$ cat src/rtl/buddy_page_allocator_defines.svh
// Assertion helpers for the buddy page allocator.
// Each macro expects clk_i and rst_ni in the scope of its use.
`ifndef BUDDY_PAGE_ALLOCATOR_DEFINES_SVH
`define BUDDY_PAGE_ALLOCATOR_DEFINES_SVH
`ifndef SYNTHESIS
`define BPA_ASSERT(lbl, prop, msg) \
  lbl: assert property (@(posedge clk_i) disable iff (!rst_ni) prop) else $error(msg);
`define BPA_ASSERT_NXT(lbl, trig, cons, msg) \
  lbl: assert property (@(posedge clk_i) disable iff (!rst_ni) trig |=> cons) else $error(msg);
`else
`define BPA_ASSERT(lbl, prop, msg)
`define BPA_ASSERT_NXT(lbl, trig, cons, msg)
`endif
`endif

$ cat src/rtl/bpa_ram.sv
`timescale 1ns / 1ps
module bpa_ram #(
  parameter int WIDTH = 8,
  parameter int DEPTH = 16
) (
  input  logic                     clk_i,
  input  logic                     we_i,
  input  logic [$clog2(DEPTH)-1:0] waddr_i,
  input  logic [WIDTH-1:0]         wdata_i,
  input  logic                     re_i,
  input  logic [$clog2(DEPTH)-1:0] raddr_i,
  output logic [WIDTH-1:0]         rdata_o
);

  logic [WIDTH-1:0] mem_q [DEPTH];
  logic [WIDTH-1:0] rdata_q;

  always_ff @(posedge clk_i) begin
    if (we_i) mem_q[waddr_i] <= wdata_i;
    if (re_i) rdata_q <= mem_q[raddr_i];
  end

  assign rdata_o = rdata_q;

endmodule

$ cat config.mk
export PLATFORM = sky130hd
export DESIGN_NAME = bpa_ram
export DESIGN_NICKNAME = d
export VERILOG_FILES = /design/src/rtl/buddy_page_allocator_defines.svh /design/src/rtl/bpa_ram.sv
export SDC_FILE = /design/constraint.sdc
export NUM_CORES = 1
export LEC_CHECK = 0
export BUFFER_PORTS_ARGS = -buffer_cell sky130_fd_sc_hd__buf_2
export CORE_MARGIN = 4
export CORE_UTILIZATION = 52
export DETAILED_ROUTE_END_ITERATION = 10
export PLACE_DENSITY = 0.67
export SLEW_MARGIN = 20
export SYNTH_ARGS = -nofsm -noshare
export SYNTH_HDL_FRONTEND = slang
export SYNTH_SLANG_ARGS = --single-unit
$ cat constraint.sdc
create_clock -name clk_i -period 2 [get_ports clk_i]
set_input_delay 0.2 -clock clk_i [delete_from_list [all_inputs] [get_ports clk_i]]
set_output_delay 0.2 -clock clk_i [all_outputs]
set_load 0.05 [all_outputs]
# [After elaboration in Yosys (flattened, before gate mapping)]
# Memories as Yosys holds them, arrays and structs flattened. A register that Yosys moved wholly into a read port is not among the register bits.
# Cells that the tools add are included.
# Widths: inputs -> output; s select.
[word_totals] wordCells=3 register_bits=0 ram_bits=128 n_memories=1
[op_classes] n_mux=2
[memory_table] memory="mem_q" words=16 word_bits=8 rd=1 rd_clocked_by_memory_dff=1 write_ports=1 line="bpa_ram.sv:15" rtl="logic [WIDTH-1:0] mem_q [DEPTH];"
[op_table] cell="$mux 1" n=2

# [Logic depth before layout (Yosys ltp)]
[depth] word_depth=2 ltp_mapped=5 depth_no_buf=3

# [Worst setup path after synthesis]
# Ideal clock, no wire load.
[synth_path] path_kind="input port to flip-flop" startpoint="input port waddr_i[2]" endpoint="memory mem_q[0][0], enable pin" arrival_time_ns=1.310 setup_slack_ns=0.307 cell_stages=2 path_buffers=0 cell_sequence="or3b_2 nor3_1"
[synth_lines] element="from (decl)" line="bpa_ram.sv:8" rtl="input logic [$clog2(DEPTH)-1:0] waddr_i,"
[synth_lines] element="to (decl)" line="bpa_ram.sv:15"
# Straight into the memory's write port.

==> results.py <==
metrics = {
    "grt": {
        "grt_pass1_vias": 2503,
        "antenna_found_initial": 0,
        "track_usage_pct": 18.51,
        "grt_max_degree": 28,
        "grt_first_pass_wirelength_mm": 14.95,
        "grt-ovfl-total": 0,
    },
    "sta": {
        "hold_viol": 0,
        "slew_viol_final": 0,
        "clock.fmax_ghz": 0.6533,
        "rsz0062_at_grt": "false",
        "worstMarginPinSlew_ps": 392.2,
        "setup_viol": 0,
        "setup_tns_ps": 0,
        "finalCritPeriodShare_pct": 76.54,
        "maxSlewHeadroom_pct": 73.85,
        "period_needed_ps": 1531,
        "skew_ps": 4.620,
    },
    "clocking": {
        "tritoncts": "built",
        "clock_latency_ps": 510,
        "post_cts_buffers": 0,
        "clk_path_buf_depth": 2,
        "cts-resized-gates": 0,
        "clock-sinks": 136,
        "clk_pin_slew_worst_paths_ps": 60,
        "clock-root-buffer": "clkbuf_8",
        "cts_buffers": 17,
        "cts_hold_buffers": 0,
        "htreeDepth": 4,
    },
    "worst_setup_path": {
        "path_class": "register to register",
        "worst-path-max-fanout": 1,
        "worstSetupStartpointType": "register",
        "worstPathArrival_ps": 1780,
        "cp_data_required_time_ps": 2250,
        "critPathCaptureType": "register",
    },
    "placed_design": {
        "dp_hpwl_mm": 6.333,
        "dp.cells": 403,
        "io_buffers": 26,
        "place.gp.congestion": 0.7575,
    },
    "pwr": {
        "intPower_mw": 5.191,
        "p_sw_mw": 1.278,
        "clkPwrFrac_pct": 44.8,
        "pwr-share-comb_pct": 5.3,
        "powerDensity_nw_per_um2": 1045,
        "ir_drop_v": 0.0005825,
        "seqPwrFrac_pct": 49.9,
        "p_leak_nw": 2.119,
        "sw_frac_of_total_pct": 19.76,
    },
    "logic_synthesis": {
        "ys_seq_elements": 136,
        "syn_avg_cell_area_sq_um": 22.83,
        "syn_area_sq_um": 5228,
        "yosysSeqAreaShare_pct": 78.12,
        "syn_inst": 229,
        "yosysWarnings": 0,
        "ys_types": 18,
        "syn_nets": 248,
    },
    "routing": {
        "drcViolationCount": 0,
        "ant_nets": 0,
        "dr_total_vias": 2464,
        "avgRoutedWirePerCell_um": 22.69,
        "drt_iter0_markers": 159,
        "routed_wl_mm": 9.823,
        "dr.pass1.iters": 5,
        "via_per_inst": 5.691,
    },
    "layout": {
        "syn_to_final_growth_pct": 18.41,
        "diodes": 0,
        "fillCellCount": 668,
        "layout-drive-gt1-share_pct": 32.00,
        "final_cells": 433,
        "layout.nets": 308,
    },
    "floorplanning": {
        "initial_core_util_pct": 53.48,
        "die_w_um": 108.3,
        "die_area_sq_um": 11720,
        "io_pins": 27,
        "num_rows": 36,
        "die_h_um": 108.3,
        "core_area_sq_um": 9774,
    },
    "outcome": {
        "status": "completed",
    },
    "hold_path": {
        "hp-class": "input pin to register",
    },
    "run": {
        "drv.max_cap_violation_count": 0,
    },
}
-- critical path: stages, from the launching register on --
cell and delay (ps):
edfxtp_1 350, mux4_1 510, a22oi_1 310, nand2_1 100
-- Yosys cell counts --
master	n	area share, %
and2_1	1	0.12
nand3_1	1	0.096
nand3b_1	2	0.29
and2b_1	1	0.14
buf_6	3	0.65
buf_4	1	0.14
nand2_1	9	0.65
buf_2	3	0.29
nor2b_1	1	0.12
edfxtp_1	136	78
nor2_1	13	0.93
clkdlybuf4s25_2	3	0.57
nor3_1	4	0.38
mux4_1	14	7.0
mux4_2	18	7.8
nand2b_1	2	0.24
or3b_2	1	0.17
a22oi_1	16	2.3
-- power by group through the flow --
stage	Combinational, mW	Clock (mW)	Sequential [mW]
after floorplan	0.162	0	3.33
after detailed placement	0.343	0	3.29
after CTS	0.345	2.95	3.23
after global routing	0.365	3.09	3.23
after global placement	0.337	0	3.28
final	0.340	2.90	3.23
-- metrics by stage --
step                      hold slack [ps]  power, mW  worst slack, ps  cell area, sq um  util, %
after floorplan                     298.9      3.494            307.1              5228        -
after global placement              584.0      3.621            206.6              5638    57.68
after detailed placement            595.0      3.631            183.4              5638    57.68
after CTS                           54.24      6.528            482.4              6190    63.33
after global routing                47.72      6.686            411.4              6190    63.33
final                               70.34      6.469            469.2              6190    63.33
-- layout by cell type, fill, tap and decap left out, types with 2 or more instances in the layout --
cell type | netlist | final
mux4_1 | 14 | 14
mux4_2 | 18 | 18
nand2b_1 | 2 | 2
bufinv_16 | 0 | 3
a22oi_1 | 16 | 16
buf_2 | 3 | 26
nand2_1 | 9 | 9
buf_4 | 1 | 24
clkinv_2 | 0 | 5
clkbuf_16 | 0 | 16
clkinv_1 | 0 | 4
edfxtp_1 | 136 | 136
nor3_1 | 4 | 4
nand3b_1 | 2 | 2
nor2_1 | 13 | 13
-- final timing paths --
check | from | cells past startpoint | to | slack [ps]
max reg2reg | mem_q[1][1] | 3 | rdata_o[1] | 470
min | re_i | 1 | rdata_o[7] | 70
min reg2reg | mem_q[11][4] | 3 | rdata_o[4] | 750
max | mem_q[1][1] | 3 | rdata_o[1] | 470
-- kinds of logic after synthesis --
logic type	count (synthesis)	synth area share (%)
muxes	32	14.79
and+or+nand+nor	35	3.136
AOI/OAI and AO/OA	16	2.298
buffers and inverters	10	1.651
DFF	136	78.12
-- per-layer routing --
layer  routed length [um]  share of wire (%)  track usage [%]
met1                 4356                 44            25.61
met2                 4860                 49            28.86
met3                  507                5.2            5.015
met4                   98                1.0            6.492
met5                    0                  0                0
-- area by class of cell --
cell class	count	area [sq um]	share of cell area, %
well taps	133	166.4	2.689
clock buffers	17	414.1	6.691
clock inverters	13	137.6	2.224
repair buffers	51	330.3	5.337
multi-input cells	83	1057	17.08
flip-flops and latches	136	4084	65.98
-- state kept, by name, indices dropped and copies added, names as in the netlist --
register and cells:
rdata_o 8, mem_q 128
Power figures use the tool's default switching activity.
