--- src/rtl/buddy_page_allocator_defines.svh ---
// Assertion helpers for the buddy page allocator.
// Each macro expects clk_i and rst_ni in the scope of its use.
`ifndef BUDDY_PAGE_ALLOCATOR_DEFINES_SVH
`define BUDDY_PAGE_ALLOCATOR_DEFINES_SVH
`ifndef SYNTHESIS
`define BPA_ASSERT(lbl, prop, msg) \
  lbl: assert property (@(posedge clk_i) disable iff (!rst_ni) prop) else $error(msg);
`define BPA_ASSERT_NXT(lbl, trig, cons, msg) \
  lbl: assert property (@(posedge clk_i) disable iff (!rst_ni) trig |=> cons) else $error(msg);
`else
`define BPA_ASSERT(lbl, prop, msg)
`define BPA_ASSERT_NXT(lbl, trig, cons, msg)
`endif
`endif

--- src/rtl/bpa_pkg.sv ---
`timescale 1ns / 1ps
package bpa_pkg;

  localparam int LAST_ORD  = 10;
  localparam int NUM_ORD   = LAST_ORD + 1;
  localparam int NUM_PAGES = 1024;
  localparam int PAGE_W    = 10;
  localparam int LINK_W    = 11;
  localparam int CNT_W     = 11;
  localparam int ORD_W     = 4;
  localparam int META_W    = ORD_W + 1;

  localparam logic [LINK_W-1:0] NULL_LINK = LINK_W'(NUM_PAGES);

  localparam logic [1:0] OP_ADD   = 2'd0;
  localparam logic [1:0] OP_ALLOC = 2'd1;
  localparam logic [1:0] OP_FREE  = 2'd2;

  localparam logic [1:0] ST_OK    = 2'd0;
  localparam logic [1:0] ST_NOMEM = 2'd1;
  localparam logic [1:0] ST_BAD   = 2'd2;

  typedef enum logic [3:0] {
    S_CLEAR,
    S_IDLE,
    S_ADD,
    S_SCAN,
    S_UNL_RD,
    S_UNL_WR,
    S_SPLIT,
    S_FCHK,
    S_FMETA,
    S_PUSH,
    S_PUSH_LINK,
    S_FINISH
  } fsm_e;

  // one update of the per-order list heads and the free page total
  typedef struct packed {
    logic              set_head;
    logic              inc;
    logic              dec;
    logic [ORD_W-1:0]  ord;
    logic [LINK_W-1:0] head_val;
  } list_cmd_t;

  // smallest order whose block holds cnt pages
  function automatic logic [ORD_W-1:0] ceil_order(input logic [CNT_W-1:0] cnt);
    logic [ORD_W-1:0] r;
    r = ORD_W'(LAST_ORD);
    for (int i = LAST_ORD; i >= 0; i--) begin
      if ((CNT_W'(1) << i) >= cnt) r = ORD_W'(i);
    end
    return r;
  endfunction

  // largest order whose block fits in cnt pages
  function automatic logic [ORD_W-1:0] floor_order(input logic [CNT_W-1:0] cnt);
    logic [ORD_W-1:0] r;
    r = '0;
    for (int i = 0; i <= LAST_ORD; i++) begin
      if (cnt[i]) r = ORD_W'(i);
    end
    return r;
  endfunction

endpackage

--- src/rtl/bpa_free_lists.sv ---
`timescale 1ns / 1ps
module bpa_free_lists import bpa_pkg::*; (
  input  logic              clk_i,
  input  logic              rst_ni,
  input  list_cmd_t         cmd_i,
  input  logic [ORD_W-1:0]  rd_ord_i,
  output logic [LINK_W-1:0] rd_head_o,
  output logic [CNT_W-1:0]  total_o
);

  logic [LINK_W-1:0] head_q [NUM_ORD];
  logic [CNT_W-1:0]  total_q, total_d;
  logic [CNT_W-1:0]  size;

  assign size = CNT_W'(1) << cmd_i.ord;

  always_comb begin
    total_d = total_q;
    if (cmd_i.inc) total_d = total_q + size;
    else if (cmd_i.dec) total_d = total_q - size;
  end

  always_ff @(posedge clk_i or negedge rst_ni) begin
    if (!rst_ni) begin
      total_q <= '0;
      for (int i = 0; i < NUM_ORD; i++) head_q[i] <= NULL_LINK;
    end else begin
      total_q <= total_d;
      if (cmd_i.set_head && (cmd_i.ord <= ORD_W'(LAST_ORD))) begin
        head_q[cmd_i.ord] <= cmd_i.head_val;
      end
    end
  end

  assign rd_head_o = (rd_ord_i <= ORD_W'(LAST_ORD)) ? head_q[rd_ord_i] : NULL_LINK;
  assign total_o   = total_q;

endmodule

--- config.mk ---
export PLATFORM = sky130hd
export DESIGN_NAME = bpa_free_lists
export DESIGN_NICKNAME = d
export VERILOG_FILES = /design/src/rtl/buddy_page_allocator_defines.svh /design/src/rtl/bpa_pkg.sv /design/src/rtl/bpa_free_lists.sv
export SDC_FILE = /design/constraint.sdc
export NUM_CORES = 1
export LEC_CHECK = 0
export ABC_AREA = 1
export BUFFER_PORTS_ARGS = -buffer_cell sky130_fd_sc_hd__buf_2
export CORE_UTILIZATION = 50
export CTS_CLUSTER_DIAMETER = 100
export CTS_CLUSTER_SIZE = 16
export DETAILED_ROUTE_END_ITERATION = 6
export PLACE_DENSITY = 0.68
export SLEW_MARGIN = 20
export SYNTH_ARGS = -nofsm -noshare
export SYNTH_HDL_FRONTEND = slang
export SYNTH_SLANG_ARGS = --single-unit
--- constraint.sdc ---
create_clock -name clk_i -period 2.1 [get_ports clk_i]
set_input_delay 0.21 -clock clk_i [delete_from_list [all_inputs] [get_ports clk_i]]
set_output_delay 0.21 -clock clk_i [all_outputs]
set_load 0.005 [all_outputs]
=== Yosys cells after proc, flatten, opt, wreduce, memory -nomap -nowiden ===
Cells that the tools add are included.

* Flip-flop bits (word level): 132
* Word-level logic and storage cells: 34

* Add/subtract/negate cells: 2
* $lt $le $gt $ge: 5
* Shifts and indexed selects: 1
* Muxes and demuxes: 9
* Bitwise operators: 2
* Reductions and logical operators: 3

{| class="wikitable"
|+ Operators with widths
! kind !! count
|-
| $bwmux W121 || 1
|-
| $mux W11 || 6
|-
| $bmux W11 S4 || 1
|-
| $demux W11 S4 || 1
|-
| $add A11 B11 Y11 || 1
|-
| $shl A1 B4 Y11 const A || 1
|-
| $sub A11 B11 Y11 || 1
|-
| $ge A5 B5 Y1 const B || 2
|-
| $not A4 Y5 || 2
|-
| $le A4 B4 Y1 const B || 2
|-
| $lt A5 B1 Y1 const B || 1
|-
| $logic_and A1 B1 Y1 || 2
|-
| $reduce_bool A2 Y1 || 1
|}

=== Longest topological paths before layout ===
Gate-level depths: netlist of the first run.

* Word-level depth: 6
* Mapped depth: 19
* Gate-level depth less buffers: 19

=== Worst setup path after synthesis of the first run ===
OpenSTA, ideal clock, no wires.

* Path kind: input to register
* Start point: input port cmd_i[13] (netlist name)
* End point: register total_q[5], in the netlist total_o[5]
* Setup time: 0.118 ns
* Data arrival time: 2.360 ns
* Slack: -0.378 ns
* Stages: 15
* Path buffers: 0
* Cells stage by stage: nor2_1 inv_1 nor2_1 inv_1 ha_1 or2_2 xnor2_1 ha_1 a21oi_1 nand2_1 nand2_1 nand2_1 or2_2 nand3_1 nand2_1

* Longest elaborated chain between the ends: 4
* Elaborated cells on any way between the ends: 5

{| class="wikitable"
|+ RTL lines
! what !! RTL line !! RTL
|-
| start, declared || bpa_free_lists.sv:5 || <nowiki>input list_cmd_t cmd_i,</nowiki>
|-
| $shl A1 B4 Y11 * || bpa_free_lists.sv:15 || <nowiki>assign size = CNT_W'(1) << cmd_i.ord;</nowiki>
|-
| $sub A11 B11 Y11 || bpa_free_lists.sv:20 || <nowiki>else if (cmd_i.dec) total_d = total_q - size;</nowiki>
|-
| $mux W11 || bpa_free_lists.sv:20 ||
|-
| $mux W11 * || bpa_free_lists.sv:19 || <nowiki>if (cmd_i.inc) total_d = total_q + size;</nowiki>
|-
| end signal, assigned || bpa_free_lists.sv:28 || <nowiki>total_q <= total_d;</nowiki>
|-
| end, declared || bpa_free_lists.sv:12 || <nowiki>logic [CNT_W-1:0] total_q, total_d;</nowiki>
|}

Every way passes the cells marked *; elsewhere a longest branch is shown, timed or not. The select of a mux whose other input is x is not followed.
A chain may end at the register's enable or synchronous reset.

=== Worst setup path after layout of the first run ===
* Start point: input port cmd_i[12] (netlist name)
* End point: register total_q[10], in the netlist total_o[10]

The elaborated chain is that of the path after synthesis.

==> impl_results.md, run 1 <==
* Number of stages on the worst hold path at 3
* Drt first pass iters at 5
* Power Density at 1110 nW/um2
* Total Routing Usage GR at 28.5%
* Final Worst Setup Slack at 76.2 ps
* Hold EP: head_q[32]$_DFFE_PN1P_
* Synth Cell Area at 6530 um2
* HP Class: in2reg
* Worst Skew at 2.43 ps
* Final Hold Fails at 0
* GRT overflow at 0
* Total number of vias at 5997
* Max clock buf depth at 2
* Fillers at 1095
* Top cells by area, synth: dfrtp_1, nand2_1, o21ai_0
* Antenna violations before repair at 0
* Drc violations at 0
* Worst hold start: cmd_i[10]
* Yosys cell types at 31
* Initial Utilization at 51.5%
* Worst r2r src: total_o[0]$_DFFE_PN0P_
* Skew-Pair Late Insertion Delay at 420 ps
* Post-layout utilization of the core at 63.6%
* Worst-path fanout max at 4
* Avg WL per Cell at 16.8 um
* First-pass GRT wire length at 28.9 mm
* Least-Margin Pin Slew at 510 ps
* Critical Path Source: cmd_i[12]
* Port buffer count at 45
* Root buf cell: clkbuf_16
* Setup violators final at 0
* Share of the yosys chip area belonging to registers at 50.8%
* WHS at 40.0 ps
* Max_cap viols at 0
* Peak supply drop at 0.844 mV
* Avg Inst Size Synth at 8.00 um2
* Critical Path End Type: flop
* DP Area at 7300 um2
* Die height at 116 um
* Top Ports at 46
* Vias in the first global route at 5587
* Startpoint types: input pin
* Period utilization at 96.4%
* Placeable Area at 12700 um2
* Die ar. at 13500 um2
* Num rows at 41
* Finished Cell Area at 8060 um2
* Chip width at 116 um
* DPL Wire Length at 12.0 mm
* Synth top area share at 46.4%
* Max Freq at 494 MHz
* Worst Path Arrival at 2330 ps
* Required @ worst endpoint at 2400 ps
* Count of final max-slew check failures at 0
* Syn Nets at 854
* Worst reg2reg path depth at 8
* WL final at 18.1 mm
* Setup TNS at 0 ps
* Static Leak at 0.00386 uW
* GP Congestion at 0.998
* Yosys reg bits at 132
* Reg2reg end: total_o[8]$_DFFE_PN0P_
* CTS tree: done
* Area delta synth->final at 23.5%
* Slew headroom at 65.8%
* 1st-iter DRT viols at 612
* Post-Syn Instances at 816
* Setup CP Type: in2reg
* TritonCTS buffer count at 17
* Clk slew on worst S/H paths at 60 ps
* Outcome: finished clean
* Min Clock Period, post-route at 2020 ps
* Antenna fix cells at 0
* Pin count of the biggest net entering global routing at 56
* TritonCTS Sinks at 132
* Setup WS pre-CTS at -435 ps
* H-Tree Depth at 4
* Fin nets at 928
* Synth warnings at 0
* Leading area contributor after synthesis: dfrtp_1
* Layout cell share with drive strength beyond 1 at 19.2%
* FF-to-FF setup slack at 360 ps
* Vias per cell at 5.58
* Post-route antenna net violation count at 0
-- cell families after synthesis --
kind of cell             Yosys count  synth area share, %
adder cells (fa/ha/maj)           14                 2.80
AND/OR/NAND/NOR                  353                 21.4
XOR/XNOR                           6                0.805
buffers and inverters             90                 5.40
AO/OA/AOI/OAI                    221                 18.8
flip-flops                       132                 50.8
-- report_power, final --
| group | total [uW] | internal, uW | leakage, uW | switching, uW |
|---|---|---|---|---|
| clock network | 3330 | 2220 | 0.000312 | 1110 |
| registers | 3610 | 3200 | 0.00164 | 404 |
| logic | 2040 | 916 | 0.00191 | 1130 |
-- worst max-delay path by stage --
stage / depth (start not counted) / to
6_report: 18 / total_o[10]$_DFFE_PN0P_
5_1_grt: 17 / total_o[7]$_DFFE_PN0P_
3_3_place_gp: 16 / total_o[9]$_DFFE_PN0P_
3_5_place_dp: 18 / total_o[10]$_DFFE_PN0P_
4_1_cts: 18 / total_o[10]$_DFFE_PN0P_
2_1_floorplan: 15 / total_o[5]$_DFFE_PN0P_
-- Yosys cell counts (all sizes together) --
cell type and n:
dfrtp 121, xor2 1, or2 2, clkbuf 39
o21ai 161, inv 39, nand2 249, o2111ai 9
nand3b 2, clkinv 1, buf 11, o21bai 2
dfstp 11, o31ai 1, nor2 66, o211ai 14
o22ai 2, a21oi 18, ha 13, xnor2 5
fa 1, a22oi 13, a31o 1, nand4 6
nand3 28
-- routing by layer --
metal	share of wire, %	up-vias	track usage [%]
met4	1.1	0	7.95
met5	0	-	0
met3	7.4	20	6.64
met2	44	205	41.5
met1	47	2905	42.3
li1	-	2867	-
-- cell type report --
cell class,count,area [um2],area share [%]
repair buffers,105,731,9.06
multi-input cells,594,2980,37.0
clock buffers,18,429,5.32
flip-flops and latches,132,3320,41.1
clock inverters,14,234,2.90
well taps,172,215,2.67
inverters,40,156,1.94
-- timing repair --
item | 4_1_cts | 5_1_grt
setup endpoints to repair | 1 | 8
setup buffers | 1 | 1
endpoints found under the hold margin | 27 | 0
pin swaps | 1 | 7
gates resized for setup | 0 | 16
hold buffers | 1 | 0
-- critical path: stages --
cell and delay (ps):
buf_2 130, clkinvlp_4 130, nand2_2 100, nor2_4 50, inv_1 70, ha_2 190
o21ai_2 60, nand2_2 100, o31ai_2 70, xor2_1 180, ha_1 380, nand2_1 120
nor2_2 130, nand3_1 90, nand3_1 100, nand3_1 70, nand3_1 90, nand2_1 60
-- cells in the final DEF, fill, tap and decap left out, types with 3 or more instances in the layout --
master	instances
nand3_1	27
nand4_1	6
nor2_1	61
ha_1	10
clkinv_2	3
a21oi_1	15
buf_12	4
inv_1	37
a22oi_1	13
nand2_2	5
clkbuf_16	17
dfrtp_1	121
clkinvlp_4	5
buf_4	56
xnor2_1	4
dfstp_2	11
nand2_1	243
o2111ai_1	9
buf_2	44
o211ai_1	14
bufinv_16	6
o21ai_0	159
nor2_4	3
-- through the flow --
| stage | std cells | total power [uW] |
|---|---|---|
| detailed placement | 1040 | 5560 |
| global route | 1075 | 9480 |
| CTS | 1074 | 8930 |
| floorplan | 816 | 4770 |
| global placement | 1040 | 5470 |
| finish | 1075 | 8980 |
-- flip-flops by register name, indices dropped and copies added, names as in the netlist --
register  cells
head_q      121
total_o      11
(Power assumes the default switching activity.)
==> run 2, diff against run 1 <==
--- a/config.mk
+++ b/config.mk
@@ -6,12 +6,12 @@
 export NUM_CORES = 1
 export LEC_CHECK = 0
 export ABC_AREA = 1
-export BUFFER_PORTS_ARGS = -buffer_cell sky130_fd_sc_hd__buf_2
 export CORE_UTILIZATION = 50
 export CTS_CLUSTER_DIAMETER = 100
 export CTS_CLUSTER_SIZE = 16
 export DETAILED_ROUTE_END_ITERATION = 6
-export PLACE_DENSITY = 0.68
+export DONT_BUFFER_PORTS = 1
+export PLACE_DENSITY = 0.65
 export SLEW_MARGIN = 20
 export SYNTH_ARGS = -nofsm -noshare
 export SYNTH_HDL_FRONTEND = slang
==> run 2 against run 1 <==
  * Routed wire length decreased by 1.8%
  * The flow now finishes with violations (hold timing)
  * Clock skew increased by 1.3 ps
  * Power decreased by 3.8%
  * Highest routed layer unchanged
  * Maximum frequency increased by 6.5%
  * Via count decreased by 5.7%
  * Largest cell class unchanged
  * Setup slack improved by 120 ps
  * Global-route usage decreased by 0.67 points
  * Core utilization decreased by 3.7 points
  * Combinational power decreased by 15%
  * Sequential share of layout area increased by 2.5 points
  * Die area unchanged
==> impl_results.md, run 2 (synthesized netlist as in run 1, its figures left out) <==
* Outcome: complete, but fails checks (was finished clean)
* Failing checks: hold timing
* Drt first pass iters at 5 (unchanged)
* Drc violations at 0 (unchanged)
* Antenna violations before repair at 0 (unchanged)
* Total number of vias at 5657 (was 5997)
* Reg2reg end: total_o[8]$_DFFE_PN0P_ (unchanged)
* Overall power at 8640 uW (was 8980 uW)
* Die height at 116 um (unchanged)
* Area delta synth->final at 16.3% (was 23.5%)
* GRT overflow at 0 (unchanged)
* Worst path cell trace: nor2_4 > inv_2 > nor2_2 > inv_1 > ha_2 > or2_4 > xnor2_2 > ha_1 > a21oi_2 > nand2_1 > nand2_1 > nand2_1 > or2_4 > nand3_2 > nand2_1 (was buf_2 > clkinvlp_4 > nand2_2 > nor2_4 > inv_1 > ha_2 > o21ai_2 > nand2_2 > o31ai_2 > xor2_1 > ha_1 > nand2_1 > nor2_2 > nand3_1 > nand3_1 > nand3_1 > nand3_1 > nand2_1)
* Post-route antenna net violation count at 0 (unchanged)
* Least-Margin Pin Slew at 460 ps (was 510 ps)
* DPL Wire Length at 11.4 mm (was 12.0 mm)
* Kind of cell adding the most delay to the critical path: simple AND/OR/NAND/NOR gates (unchanged)
* Max_cap viols at 0 (unchanged)
* Setup CP Type: in2reg (unchanged)
* Worst Path Arrival at 2210 ps (was 2330 ps)
* Port buffer count at 0 (was 45)
* DP Area at 6900 um2 (was 7300 um2)
* Skew-Pair Late Insertion Delay at 420 ps (about the same)
* Static Leak at 0.00358 uW (was 0.00386 uW)
* Finished Layout Cells at 1014 (was 1075)
* Final Hold Fails at 132 (was 0)
* Placed cell count at 979 (was 1040)
* Antenna fix cells at 0 (unchanged)
* Layout cell share with drive strength beyond 1 at 13.1% (was 19.2%)
* Max Freq at 526 MHz (was 494 MHz)
* Critical path's slowest cell: ha_1 (unchanged)
* Max clock buf depth at 2 (unchanged)
* Commonest cells after routing, fill and taps aside: nand2_1, o21ai_0, dfrtp_1 (unchanged)
* Worst r2r src: total_o[0]$_DFFE_PN0P_ (unchanged)
* Commonest non-fill, non-tap cell in the layout: nand2_1 (unchanged)
* HP Class: in2async (was in2reg)
* Max reg flops at 121 (unchanged)
* Worst Skew at 3.71 ps (was 2.43 ps)
* Fin nets at 867 (was 928)
* WL final at 17.7 mm (was 18.1 mm)
* CTS tree: done (unchanged)
* Total Routing Usage GR at 27.8% (was 28.5%)
* Chip width at 116 um (unchanged)
* 1st-iter DRT viols at 538 (was 612)
* Setup violators final at 0 (unchanged)
* TritonCTS Sinks at 132 (unchanged)
* Root buf cell: clkbuf_16 (unchanged)
* Worst-path fanout max at 7 (was 4)
* CTS Hold Buffers Added at 1 (unchanged)
* Critical Path End Type: flop (unchanged)
* Period utilization at 90.5% (was 96.4%)
* Count of final max-slew check failures at 0 (unchanged)
* Vias per cell at 5.58 (about the same)
* Vias in the first global route at 5190 (was 5587)
* Biggest register: head_q (unchanged)
* Die ar. at 13500 um2 (unchanged)
* GP Congestion at 0.892 (was 0.998)
* Pin count of the biggest net entering global routing at 133 (was 56)
* First-pass GRT wire length at 27.8 mm (was 28.9 mm)
* WHS at -518 ps (was 40.0 ps)
* Min Clock Period, post-route at 1900 ps (was 2020 ps)
* Startpoint types: input pin (unchanged)
* CP most frequent cell: nand2_1 (was nand3_1)
* FF-to-FF setup slack at 280 ps (was 360 ps)
* Power Density at 1140 nW/um2 (was 1110 nW/um2)
* Initial Utilization at 51.5% (unchanged)
* TritonCTS buffer count at 17 (unchanged)
* Worst reg2reg path depth at 8 (unchanged)
* Num rows at 41 (unchanged)
* Placeable Area at 12700 um2 (unchanged)
* Peak supply drop at 0.724 mV (was 0.844 mV)
* Avg WL per Cell at 17.5 um (was 16.8 um)
* Slowest stage delay, CP at 370 ps (was 380 ps)
* Buf/Inv on CP at 2 (was 3)
* H-Tree Depth at 4 (unchanged)
* Required @ worst endpoint at 2410 ps (was 2400 ps)
* Finished Cell Area at 7590 um2 (was 8060 um2)
* Slew headroom at 69.3% (was 65.8%)
* Clk slew on worst S/H paths at 60 ps (about the same)
* Top Ports at 46 (unchanged)
[run 2: repair_timing]
item / 4_1_cts / 5_1_grt
setup endpoints to repair: 0 / 3
hold endpoints to repair: 133 / 132
setup buffers: 0 / 2
gates resized for setup: 0 / 7
[run 2: how the worst max path moves through the flow]
stage                   start                      end  slack, ps  depth (start not counted)
finish              cmd_i[14]   total_o[5]$_DFFE_PN0P_        200                         15
global route        cmd_i[14]   total_o[8]$_DFFE_PN0P_         -3                         16
CTS                 cmd_i[14]   total_o[8]$_DFFE_PN0P_        190                         15
detailed placement  cmd_i[14]  total_o[10]$_DFFE_PN0P_       -240                         17
global placement    cmd_i[12]  total_o[10]$_DFFE_PN0P_       -250                         18
floorplan           cmd_i[14]   total_o[5]$_DFFE_PN0P_       -130                         15
[run 2: layout make-up]
cell class | instances | area [um2]
well taps | 172 | 215
clock buffers | 18 | 439
multi-input cells | 594 | 2930
clock inverters | 14 | 209
flip-flops and latches | 132 | 3320
inverters | 40 | 154
fillers | 1127 | 5080
repair buffers | 44 | 333
[run 2: per-stage QoR]
step / hold WS [ps] / setup TNS [ps] / worst slack, ps / utilization [%]
detailed placement: -82.0 / -1520 / -241 / 54.5
finish: -518 / 0 / 200 / 59.9
global route: -533 / -2.80 / -2.80 / 59.9
CTS: -531 / 0 / 193 / 59.7
floorplan: -85.6 / -295 / -131 / -
global placement: -80.8 / -1340 / -251 / 54.5
[run 2: worst register-to-register path, stage by stage, from the launching register on]
cell and delay, ps:
dfrtp_1 420, ha_1 270, fa_1 450, inv_1 100, o21bai_2 80, nand2_1 130
nand3_1 100, nand3_1 100, nand2_1 60
[run 2: layer usage]
metal  share of wire [%]  wire length [um]  track usage [%]
met2                  44              7790             40.1
met4                0.81               143             7.18
met5                   0                 0                0
met1                  48              8550             41.7
met3                 7.1              1260             6.80
[run 2: power breakdown]
| part | total [uW] | switching (uW) | internal, uW | leakage (uW) |
|---|---|---|---|---|
| clock network | 3270 | 1140 | 2130 | 0.000319 |
| logic | 1740 | 978 | 765 | 0.00162 |
| registers | 3620 | 419 | 3200 | 0.00164 |
| total | 8640 | 2540 | 6100 | 0.00358 |
